[src/rtl/csvtok_pkg.sv]
`default_nettype none
// ----------------------------------------------------------------------------
// csvtok_pkg
// Shared types, codes and constants of the CSV record tokenizer.
// ----------------------------------------------------------------------------
package csvtok_pkg;

  localparam int MAX_FIELDS_DEF = 64;

  localparam logic [2:0] KIND_DATA   = 3'd0;
  localparam logic [2:0] KIND_FIELD  = 3'd1;
  localparam logic [2:0] KIND_RECORD = 3'd2;
  localparam logic [2:0] KIND_ERROR  = 3'd3;
  localparam logic [2:0] KIND_END    = 3'd4;

  localparam logic [1:0] ERR_NONE     = 2'd0;
  localparam logic [1:0] ERR_QUOTE    = 2'd1;
  localparam logic [1:0] ERR_COUNT    = 2'd2;
  localparam logic [1:0] ERR_TOO_MANY = 2'd3;

  localparam logic [7:0] CH_QUOTE = 8'h22;
  localparam logic [7:0] CH_COMMA = 8'h2C;
  localparam logic [7:0] CH_CR    = 8'h0D;
  localparam logic [7:0] CH_LF    = 8'h0A;

  localparam logic [15:0] TOTAL_MAX = 16'hFFFF;

  typedef struct packed {
    logic [2:0]  kind;
    logic [7:0]  data_out;
    logic [5:0]  field_number;
    logic        in_header;
    logic [1:0]  error_code;
    logic [15:0] record_total;
    logic        last_of_run;
  } result_t;

  function automatic result_t make_result(
    input logic [2:0]  kind,
    input logic [7:0]  data_out,
    input logic [5:0]  field_number,
    input logic        in_header,
    input logic [1:0]  error_code,
    input logic [15:0] record_total
  );
    result_t r;
    r.kind         = kind;
    r.data_out     = data_out;
    r.field_number = field_number;
    r.in_header    = in_header;
    r.error_code   = error_code;
    r.record_total = record_total;
    r.last_of_run  = 1'b0;
    return r;
  endfunction

endpackage
`default_nettype wire

[src/rtl/csv_record_tokenizer_unit.sv]
`default_nettype none
// ----------------------------------------------------------------------------
// csv_record_tokenizer_unit
// Streaming CSV tokenizer: one text byte in, data, field, record, error and
// text-end events out.
// ----------------------------------------------------------------------------
// Usage:
//   slave side takes one request per cycle while tready is high: tdata is
//   the text byte, tuser is the mode (0 text byte, 1 end of text). Master
//   side gives events: tuser is the event kind, tdata the event fields,
//   tlast marks the final event of one input request.
//   Each input byte is decoded combinationally into zero, one or two events
//   held in a two-entry output buffer; events appear in the cycle after the
//   request. Throughput: one byte per cycle while each byte makes at most
//   one event and the receiver takes every event; a byte that makes two events
//   (a held CR flushed together with the next byte, or a line close followed
//   by text end) holds the next byte off until its first event has drained.
//   When the receiver stalls, tready drops as soon as the buffer cannot take
//   the events of a new byte; nothing is lost or reordered.
//   Reset clears the parser state and the output buffer; end of text also
//   returns the parser to its reset state for the next text.
// ----------------------------------------------------------------------------
module csv_record_tokenizer_unit #(
  parameter int MAX_FIELDS = csvtok_pkg::MAX_FIELDS_DEF
) (
  input  wire logic        clk,
  input  wire logic        rst,
  input  wire logic        s_tvalid,
  output logic             s_tready,
  input  wire logic [7:0]  s_tdata,   // text_byte
  input  wire logic        s_tuser,   // mode
  output logic             m_tvalid,
  input  wire logic        m_tready,
  // data_out[7:0], field_number[13:8], in_header[14], error_code[16:15],
  // record_total[32:17], zero fill[39:33]
  output logic [39:0]      m_tdata,
  output logic [2:0]       m_tuser,   // kind
  output logic             m_tlast    // last_of_run
);

  localparam int FW = $clog2(MAX_FIELDS + 1);
  localparam logic [FW-1:0] FIELD_LAST = FW'(MAX_FIELDS - 1);
  localparam logic [FW-1:0] FIELD_ONE  = FW'(1);

  // parser state
  logic          inside_quotes, inside_quotes_next;
  logic          quote_pend, quote_pend_next;
  logic          cr_pend, cr_pend_next;
  logic          line_content, line_content_next;
  logic [FW-1:0] cur_field, cur_field_next;
  logic [FW-1:0] hdr_count, hdr_count_next;
  logic          hdr_done, hdr_done_next;
  logic          err_latched, err_latched_next;
  logic [1:0]    err_kind, err_kind_next;
  logic [15:0]   rec_count, rec_count_next;

  // output buffer
  logic [1:0]          buf_cnt;
  csvtok_pkg::result_t slot0, slot1;

  // events of the current request
  logic [1:0]          ev_cnt;
  csvtok_pkg::result_t ev0, ev1, ev;

  logic       accept, pop;
  logic       hdr_flag;
  logic [5:0] fnum;
  logic [7:0] b;

  assign m_tvalid = (buf_cnt != 2'd0);
  assign pop      = m_tvalid & m_tready;
  assign s_tready = (buf_cnt == 2'd0) | ((buf_cnt == 2'd1) & m_tready);
  assign accept   = s_tvalid & s_tready;

  assign m_tuser = slot0.kind;
  assign m_tlast = slot0.last_of_run;
  assign m_tdata = {7'd0, slot0.record_total, slot0.error_code, slot0.in_header,
                    slot0.field_number, slot0.data_out};

  assign b = s_tdata;

  always_comb begin
    inside_quotes_next = inside_quotes;
    quote_pend_next    = quote_pend;
    cr_pend_next       = cr_pend;
    line_content_next  = line_content;
    cur_field_next     = cur_field;
    hdr_count_next     = hdr_count;
    hdr_done_next      = hdr_done;
    err_latched_next   = err_latched;
    err_kind_next      = err_kind;
    rec_count_next     = rec_count;
    ev_cnt   = 2'd0;
    ev0      = '0;
    ev1      = '0;
    ev       = '0;
    hdr_flag = ~hdr_done;
    fnum     = 6'(cur_field);

    if (s_tuser || (!err_latched && b == csvtok_pkg::CH_LF)) begin
      // line close, on LF or at end of text
      if (!err_latched && (s_tuser == 1'b0 || line_content || cr_pend)) begin
        if (quote_pend) begin
          inside_quotes_next = 1'b0;
        end
        if (hdr_done && !line_content) begin
          ev_cnt = 2'd0;
        end else if (quote_pend ? 1'b0 : inside_quotes) begin
          err_latched_next = 1'b1;
          err_kind_next    = csvtok_pkg::ERR_QUOTE;
          ev0 = csvtok_pkg::make_result(csvtok_pkg::KIND_ERROR, 8'd0, fnum, hdr_flag,
                                        csvtok_pkg::ERR_QUOTE, 16'd0);
          ev_cnt = 2'd1;
        end else if (!hdr_done) begin
          hdr_count_next = FW'(cur_field + FIELD_ONE);
          hdr_done_next  = 1'b1;
          ev0 = csvtok_pkg::make_result(csvtok_pkg::KIND_RECORD, 8'd0, fnum, 1'b1,
                                        csvtok_pkg::ERR_NONE, 16'd0);
          ev_cnt = 2'd1;
        end else if (FW'(cur_field + FIELD_ONE) != hdr_count) begin
          err_latched_next = 1'b1;
          err_kind_next    = csvtok_pkg::ERR_COUNT;
          ev0 = csvtok_pkg::make_result(csvtok_pkg::KIND_ERROR, 8'd0, fnum, 1'b0,
                                        csvtok_pkg::ERR_COUNT, 16'd0);
          ev_cnt = 2'd1;
        end else begin
          if (rec_count != csvtok_pkg::TOTAL_MAX) begin
            rec_count_next = rec_count + 16'd1;
          end
          ev0 = csvtok_pkg::make_result(csvtok_pkg::KIND_RECORD, 8'd0, fnum, 1'b0,
                                        csvtok_pkg::ERR_NONE, 16'd0);
          ev_cnt = 2'd1;
        end
        inside_quotes_next = 1'b0;
        quote_pend_next    = 1'b0;
        cr_pend_next       = 1'b0;
        line_content_next  = 1'b0;
        cur_field_next     = '0;
      end
      if (s_tuser) begin
        ev = csvtok_pkg::make_result(csvtok_pkg::KIND_END, 8'd0, 6'd0, 1'b0,
                                     err_latched_next ? err_kind_next
                                                      : csvtok_pkg::ERR_NONE,
                                     rec_count_next);
        if (ev_cnt == 2'd0) begin
          ev0 = ev;
        end else begin
          ev1 = ev;
        end
        ev_cnt = ev_cnt + 2'd1;
        // back to reset state for the next text
        inside_quotes_next = 1'b0;
        quote_pend_next    = 1'b0;
        cr_pend_next       = 1'b0;
        line_content_next  = 1'b0;
        cur_field_next     = '0;
        hdr_count_next     = '0;
        hdr_done_next      = 1'b0;
        err_latched_next   = 1'b0;
        err_kind_next      = csvtok_pkg::ERR_NONE;
        rec_count_next     = '0;
      end
    end else if (!err_latched) begin
      // flush of a held cr as data
      if (cr_pend) begin
        ev0 = csvtok_pkg::make_result(csvtok_pkg::KIND_DATA, csvtok_pkg::CH_CR, fnum,
                                      hdr_flag, csvtok_pkg::ERR_NONE, 16'd0);
        ev_cnt = 2'd1;
        line_content_next = 1'b1;
      end
      ev = '0;
      if (b == csvtok_pkg::CH_CR) begin
        if (quote_pend) begin
          quote_pend_next    = 1'b0;
          inside_quotes_next = 1'b0;
        end
        cr_pend_next = 1'b1;
      end else begin
        cr_pend_next      = 1'b0;
        line_content_next = 1'b1;
        if (quote_pend) begin
          quote_pend_next    = 1'b0;
          inside_quotes_next = 1'b0;
        end
        if (quote_pend && b == csvtok_pkg::CH_QUOTE) begin
          // doubled quote inside quotes
          inside_quotes_next = inside_quotes;
          ev = csvtok_pkg::make_result(csvtok_pkg::KIND_DATA, csvtok_pkg::CH_QUOTE, fnum,
                                       hdr_flag, csvtok_pkg::ERR_NONE, 16'd0);
          ev.last_of_run = 1'b1;
        end else if (b == csvtok_pkg::CH_QUOTE) begin
          if (inside_quotes_next) begin
            quote_pend_next = 1'b1;
          end else begin
            inside_quotes_next = 1'b1;
          end
        end else if (b == csvtok_pkg::CH_COMMA && !inside_quotes_next) begin
          if (cur_field == FIELD_LAST) begin
            err_latched_next = 1'b1;
            err_kind_next    = csvtok_pkg::ERR_TOO_MANY;
            ev = csvtok_pkg::make_result(csvtok_pkg::KIND_ERROR, 8'd0, fnum, hdr_flag,
                                         csvtok_pkg::ERR_TOO_MANY, 16'd0);
          end else begin
            cur_field_next = FW'(cur_field + FIELD_ONE);
            ev = csvtok_pkg::make_result(csvtok_pkg::KIND_FIELD, 8'd0, fnum, hdr_flag,
                                         csvtok_pkg::ERR_NONE, 16'd0);
          end
          ev.last_of_run = 1'b1;
        end else begin
          ev = csvtok_pkg::make_result(csvtok_pkg::KIND_DATA, b, fnum, hdr_flag,
                                       csvtok_pkg::ERR_NONE, 16'd0);
          ev.last_of_run = 1'b1;
        end
        // last_of_run used here only as an event-present mark
        if (ev.last_of_run) begin
          ev.last_of_run = 1'b0;
          if (ev_cnt == 2'd0) begin
            ev0 = ev;
          end else begin
            ev1 = ev;
          end
          ev_cnt = ev_cnt + 2'd1;
        end
      end
    end

    if (ev_cnt == 2'd1) begin
      ev0.last_of_run = 1'b1;
    end else if (ev_cnt == 2'd2) begin
      ev1.last_of_run = 1'b1;
    end
  end

  always_ff @(posedge clk) begin
    if (rst) begin
      inside_quotes <= 1'b0;
      quote_pend    <= 1'b0;
      cr_pend       <= 1'b0;
      line_content  <= 1'b0;
      cur_field     <= '0;
      hdr_count     <= '0;
      hdr_done      <= 1'b0;
      err_latched   <= 1'b0;
      err_kind      <= csvtok_pkg::ERR_NONE;
      rec_count     <= '0;
      buf_cnt       <= 2'd0;
    end else begin
      if (accept) begin
        inside_quotes <= inside_quotes_next;
        quote_pend    <= quote_pend_next;
        cr_pend       <= cr_pend_next;
        line_content  <= line_content_next;
        cur_field     <= cur_field_next;
        hdr_count     <= hdr_count_next;
        hdr_done      <= hdr_done_next;
        err_latched   <= err_latched_next;
        err_kind      <= err_kind_next;
        rec_count     <= rec_count_next;
        buf_cnt       <= ev_cnt;
      end else if (pop) begin
        buf_cnt <= buf_cnt - 2'd1;
      end
    end
  end

  // event buffer payload
  always_ff @(posedge clk) begin
    if (accept) begin
      slot0 <= ev0;
      slot1 <= ev1;
    end else if (pop) begin
      slot0 <= slot1;
    end
  end

endmodule
`default_nettype wire

[config.mk]
export PLATFORM = sky130hd
export DESIGN_NAME = csv_record_tokenizer_unit
export DESIGN_NICKNAME = d
export VERILOG_FILES = /design/src/rtl/csvtok_pkg.sv /design/src/rtl/csv_record_tokenizer_unit.sv
export SDC_FILE = /design/constraint.sdc
export NUM_CORES = 1
export LEC_CHECK = 0
export BUFFER_PORTS_ARGS = -buffer_cell sky130_fd_sc_hd__buf_4
export CAP_MARGIN = 30
export CORE_MARGIN = 5
export CORE_UTILIZATION = 54
export CTS_CLUSTER_DIAMETER = 40
export DETAILED_ROUTE_END_ITERATION = 8
export GPL_TIMING_DRIVEN = 0
export PLACE_DENSITY_LB_ADDON = 0.08
export SKIP_CTS_REPAIR_TIMING = 1
export SLEW_MARGIN = 20
export SYNTH_ARGS = -nofsm -noshare
export SYNTH_HDL_FRONTEND = slang
export SYNTH_SLANG_ARGS = --single-unit
[constraint.sdc]
create_clock -name clk -period 2.6 [get_ports clk]
set_input_delay 0.13 -clock clk [delete_from_list [all_inputs] [get_ports clk]]
set_output_delay 0.13 -clock clk [all_outputs]
set_load 0.01 [all_outputs]
==> reports/results.ini, run 1 <==
[status]
status = completed

[die]
core_area_um2 = 10790
die_x_um = 114.6
die_area_um2 = 13120
die_h_um = 114.6
ioPinCount = 59
rows = 38
start_util_pct = 54.70

[routing]
wirelength_mm = 15.44
vias = 5129
via_per_inst = 6.113
postRouteAntennaNets = 0
drt_iter0_drc = 415
first_pass_iters = 5
wl_per_cell_um = 18.40
drc_errors = 0

[grt]
grt_max_degree = 38
grt_usage_pct = 24.53
grt_pass1_wl_mm = 25.29
antenna_found_initial = 0
grt_pass1_vias = 4876
grt-ovfl-total = 0

[timing]
tightest_slew_ns = 0.8198
tns_ns = 0
fmax_mhz = 396.3
min_period_ns = 2.524
maxSlewHeadroom_pct = 45.26
hold_viol = 0
finalSetupViolCount = 0
grt_setup_unrepaired = no
report.final.slew_viol_count = 0
layout_setup_ws_ns = 0.07636
finClkSkew_ns = 0.008357
fin_crit_sh_pct = 97.06

[clocking]
clk_pin_slew_ns = 0.06
numCtsBuffers = 17
cts_tree = done
cts_htree_levels = 4
cts-root-buf = clkbuf_8
clk_latency_ns = 0.53
cts.sinks = 114
cts.path.max_buffers = 2

[logic_synthesis]
yosys_warnings = 0
synth-edff-count = 74
ys_ff_latch = 114
netlist.area_leader.share_pct = 37.64
synth_ff_type = edfxtp_1
syn_area_um2 = 5903
avgSynthCellArea_um2 = 9.839
yosys-top-cells-area = edfxtp_1 38%, dfxtp_1 14%, a21oi_1 4.0%
seq_area_frac_synth_pct = 51.21
synth-async-reset-ratio_pct = 0
postSynthCellCount = 600
yosysTopAreaCell = edfxtp_1
yosys.cell_types.count = 66

[pwr]
total_leakage_power_nw = 2.698
power_density_nw_per_um2 = 746.1
worst_ir_drop_vdd_uv = 449.6
power.total_mw = 5.404

[hold_path]
hold_class = primary input to flop

[final_layout]
final_cells = 839
final_nets = 707
synthToLayoutAreaGrowth_pct = 22.70
fin_area_um2 = 7243
antenna-diode-count = 0
drive_above_1_share_pct = 18.88

[placement]
place_inst = 799
placed_area_um2 = 6523
gp_congestion = 0.9046
io_buffers = 51
dpl.hpwl_mm = 10.42
preCtsSetupSlack_ns = -0.2620

[setup_path]
worstPathArrival_ns = 2.90
start_kind = primary input
path_max_fanout = 10
critPathKind = primary input to flop
cp-end-kind = flop
crit_required_ns = 2.98
reg2reg_slack_ns = 0.11

[job]
maxCapViolCount = 0

## metal layers
layer,up-vias,track usage (%),wire length [um]
met4,0,8.234,212
met1,2430,35.03,7028
li1,2436,-,-
met5,-,0,0
met3,24,5.127,1147
met2,239,37.25,7050
## cells by family (layout without fill, tap and decap cells)
kind of cell | after synthesis | after routing | synth area share [%]
AOI/OAI and AO/OA | 175 | 175 | 19.35
xor gates and xnor gates | 11 | 11 | 1.865
adders and majority gates | 8 | 8 | 1.696
buffers and inverters | 67 | 160 | 5.256
DFF | 114 | 114 | 51.21
muxes | 6 | 6 | 1.039
other | 1 | 7 | 0.06353
and+or+nand+nor | 218 | 218 | 19.52
## flip-flops by register name (all words and copies together), names as in the netlist
register and cells:
hdr_done 1, inside_quotes 1, quote_pend 1, cr_pend 1, err_kind 2, m_tuser 3
hdr_count 7, m_tdata 33, slot1 37, m_tlast 1, line_content 1, buf_cnt 2
err_latched 1, cur_field 7, rec_count 16
## report_power, final
group          internal (mW)  switching, mW
Clock                   1.28          0.844
Sequential              2.24         0.0717
Combinational          0.381          0.579
Total                   3.91           1.49
## synth_stat cells, drive strengths merged, types with 3 or more instances
cell	count
a211oi	5
a21oi	47
a22o	21
a22oi	3
a31oi	10
a32oi	3
and2	14
and3	15
buf	25
clkbuf	23
dfxtp	40
edfxtp	74
ha	8
inv	17
mux2i	5
nand2	53
nand2b	5
nand3	33
nand3b	3
nand4	13
nor2	26
nor2b	9
nor3	16
nor3b	4
nor4	6
o211ai	8
o21ai	44
o21bai	3
o31a	3
o31ai	11
or3	8
or4	6
xnor2	5
xor2	5
## layout make-up
class                   count  area (um2)
multi-input cells         425        2678
clock buffers              19       431.7
well taps                 140       175.2
inverters                  19       75.07
fillers                   858        3550
repair buffers             61       494.2
flip-flops and latches    114        3025
plain buffers              48       251.5
clock inverters            13       112.6
## worst paths after layout
| kind | start | endpoint | cells past startpoint |
|---|---|---|---|
| worst max-delay path | s_tdata[2] | rec_count[0] | 10 |
| worst min-delay path | s_tdata[0] | m_tdata[0] | 3 |
| worst max register to register | cr_pend | slot1[11] | 9 |
| worst min register to register | hdr_count[0] | hdr_count[0] | 2 |
## layout by cell type (no fill, tap or decap), types with 21 or more instances in the layout
cell type	count
a21oi_1	47
o21ai_0	24
nor2_1	25
nand2_1	53
nand3_1	30
buf_4	62
edfxtp_1	74
a22o_1	21
clkbuf_1	21
dfxtp_1	38
## per-stage QoR
stage	utilization, %	hold slack, ns
after floorplan	-	0.2881
after global placement	60.14	0.4394
after detailed placement	60.43	0.4444
after CTS	65.48	-0.1024
after global routing	67.11	0.08298
final	67.11	0.06869
## worst max-delay path, stage by stage
cell and delay (ns):
dlygate4sd3_1 0.55, buf_4 0.15, nor3b_1 0.47, and3_1 0.27, buf_2 0.20, nor2_2 0.13, nor2_1 0.23, or2_1 0.13
clkbuf_1 0.44, a31oi_1 0.20
(Power assumes the default switching activity.)
==> run 2, diff against run 1 <==
Settings changed: BUFFER_PORTS_ARGS -buffer_cell sky130_fd_sc_hd__buf_4 to -buffer_cell sky130_fd_sc_hd__buf_2.
==> run 2 against run 1 <==
Against the previous run: combinational power is 9.1% lower; non-clock buffer count is 1 lower; first-iteration DRC count is 37% higher; global-route usage is 0.059 points lower; critical endpoint is now rec_count[10]; largest cell class unchanged; highest routed layer unchanged.
==> reports/results.ini, run 2 (synthesis gave the netlist of run 1 again) <==
[clocking]
cts-root-buf = clkbuf_8
clk_pin_slew_ns = 0.05
cts_tree = done
clk_latency_ns = 0.52
cts.path.max_buffers = 2
cts_htree_levels = 4
numCtsBuffers = 17
cts.sinks = 114

[routing]
via_per_inst = 6.161
wl_per_cell_um = 18.42
postRouteAntennaNets = 0
first_pass_iters = 5
drt_iter0_drc = 570
vias = 5163
drc_errors = 0
wirelength_mm = 15.43

[grt]
grt_usage_pct = 24.48
grt_pass1_vias = 4938
grt-ovfl-total = 0
grt_pass1_wl_mm = 25.16
grt_max_degree = 38
antenna_found_initial = 0

[placement]
gp_congestion = 0.9175
dpl.hpwl_mm = 10.43
io_buffers = 51
placed_area_um2 = 6395

[setup_path]
start_kind = primary input
r2r-start = cur_field[1]
cp_cell_sequence = dlygate4sd3_1, buf_2, nor3b_1, and3_1, buf_2, nor2_2, nor2_1, or2_1, clkbuf_1, a31oi_1
path_max_fanout = 10
crit_required_ns = 2.98
cp-end-kind = flop
crit_top_cell = buf_2
worstPathArrival_ns = 2.88
crit_slowest_cell = dlygate4sd3_1
slowest_delay_ns = 0.56
worstSetupStartpoint = s_tdata[0]
critPathKind = primary input to flop

[die]
core_area_um2 = 10790
start_util_pct = 54.70
die_x_um = 114.6
die_h_um = 114.6
die_area_um2 = 13120
rows = 38
ioPinCount = 59

[timing]
finClkSkew_ns = 0.007840
whs_ns = 0.006593
hold_viol = 0
tightest_slew_ns = 0.8054
maxSlewHeadroom_pct = 45.99
finalSetupViolCount = 0
fmax_mhz = 400.5
report.final.slew_viol_count = 0
fin_crit_sh_pct = 96.04
min_period_ns = 2.497

[final_layout]
top_register = slot1
utilization_pct = 66.46
fillCellCount = 840
final_nets = 706
drive_above_1_share_pct = 18.91
largest_register_ffs = 37
layout_common_cells = 74 x edfxtp_1, 60 x buf_2, 53 x nand2_1
final_common_cell = edfxtp_1
fin_area_um2 = 7173
antenna-diode-count = 0
synthToLayoutAreaGrowth_pct = 21.51

[pwr]
intPower_mw = 4.191
switchingPower_mw = 1.468
pwr-share-comb_pct = 15.4
power.total_mw = 5.659
seq_power_share_pct = 40.8
pwr-share-clk_pct = 43.8
total_leakage_power_nw = 2.688
power_density_nw_per_um2 = 789.0
worst_ir_drop_vdd_uv = 484.7
switching_share_pct = 25.95

[hold_path]
hold_class = primary input to flop
min_from = s_tdata[3]

[status]
status = completed

[job]
maxCapViolCount = 0

run 2: changes by cell type in the layout (fill, tap and decap cells not counted), sizes merged:
cell / change
bufinv: +4
inv: -1
clkinv: +1
clkinvlp: -3
dlygate4sd3: -1
clkbuf: -1
run 2: through the flow:
| stage | TNS, ns | cells | setup slack (ns) |
|---|---|---|---|
| finish | 0 | 838 | 0.1030 |
| global route | -0.006891 | 838 | -0.004799 |
| CTS | -2.715 | 831 | -0.2769 |
| detailed placement | -1.868 | 799 | -0.2063 |
| global placement | -2.143 | 797 | -0.2920 |
| floorplan | 0 | 606 | 0.2372 |
run 2: layout make-up:
cell class	instances	area (um2)	area share [%]
Clock buffer	18	417.9	5.826
Tap cell	140	175.2	2.442
Sequential cell	114	3025	42.18
Clock inverter	14	212.7	2.965
Buffer	48	252.7	3.523
Inverter	19	75.07	1.047
Timing Repair Buffer	60	356.6	4.971
Multi-Input combinational cell	425	2658	37.05
run 2: per-layer routing:
layer	global-route usage, %	vias to the layer above	share of wire, %
met2	38.53	256	48
met4	9.184	0	2.1
met3	4.440	34	7.5
li1	-	2424	-
met1	33.75	2449	43
met5	0	-	0
run 2: power by group through the flow:
stage	sequential [mW]	clock, mW	combinational (mW)
detailed placement	2.35	0	0.862
floorplan	2.42	0	0.433
global route	2.33	2.59	0.960
CTS	2.31	2.50	0.868
finish	2.31	2.48	0.873
global placement	2.34	0	0.822
run 2: final timing paths:
path,end,slack (ns),cells after the start
min,slot1[29],0.007,2
max,rec_count[10],0.10,10
min reg2reg,hdr_count[3],0.49,2
max reg2reg,slot1[7],0.16,10
run 2: critical path, delay by kind of cell:
kind / cells / cell delay, ns
simple gates: 5 / 1.29
compound gates: 1 / 0.15
buf+inv: 4 / 1.32
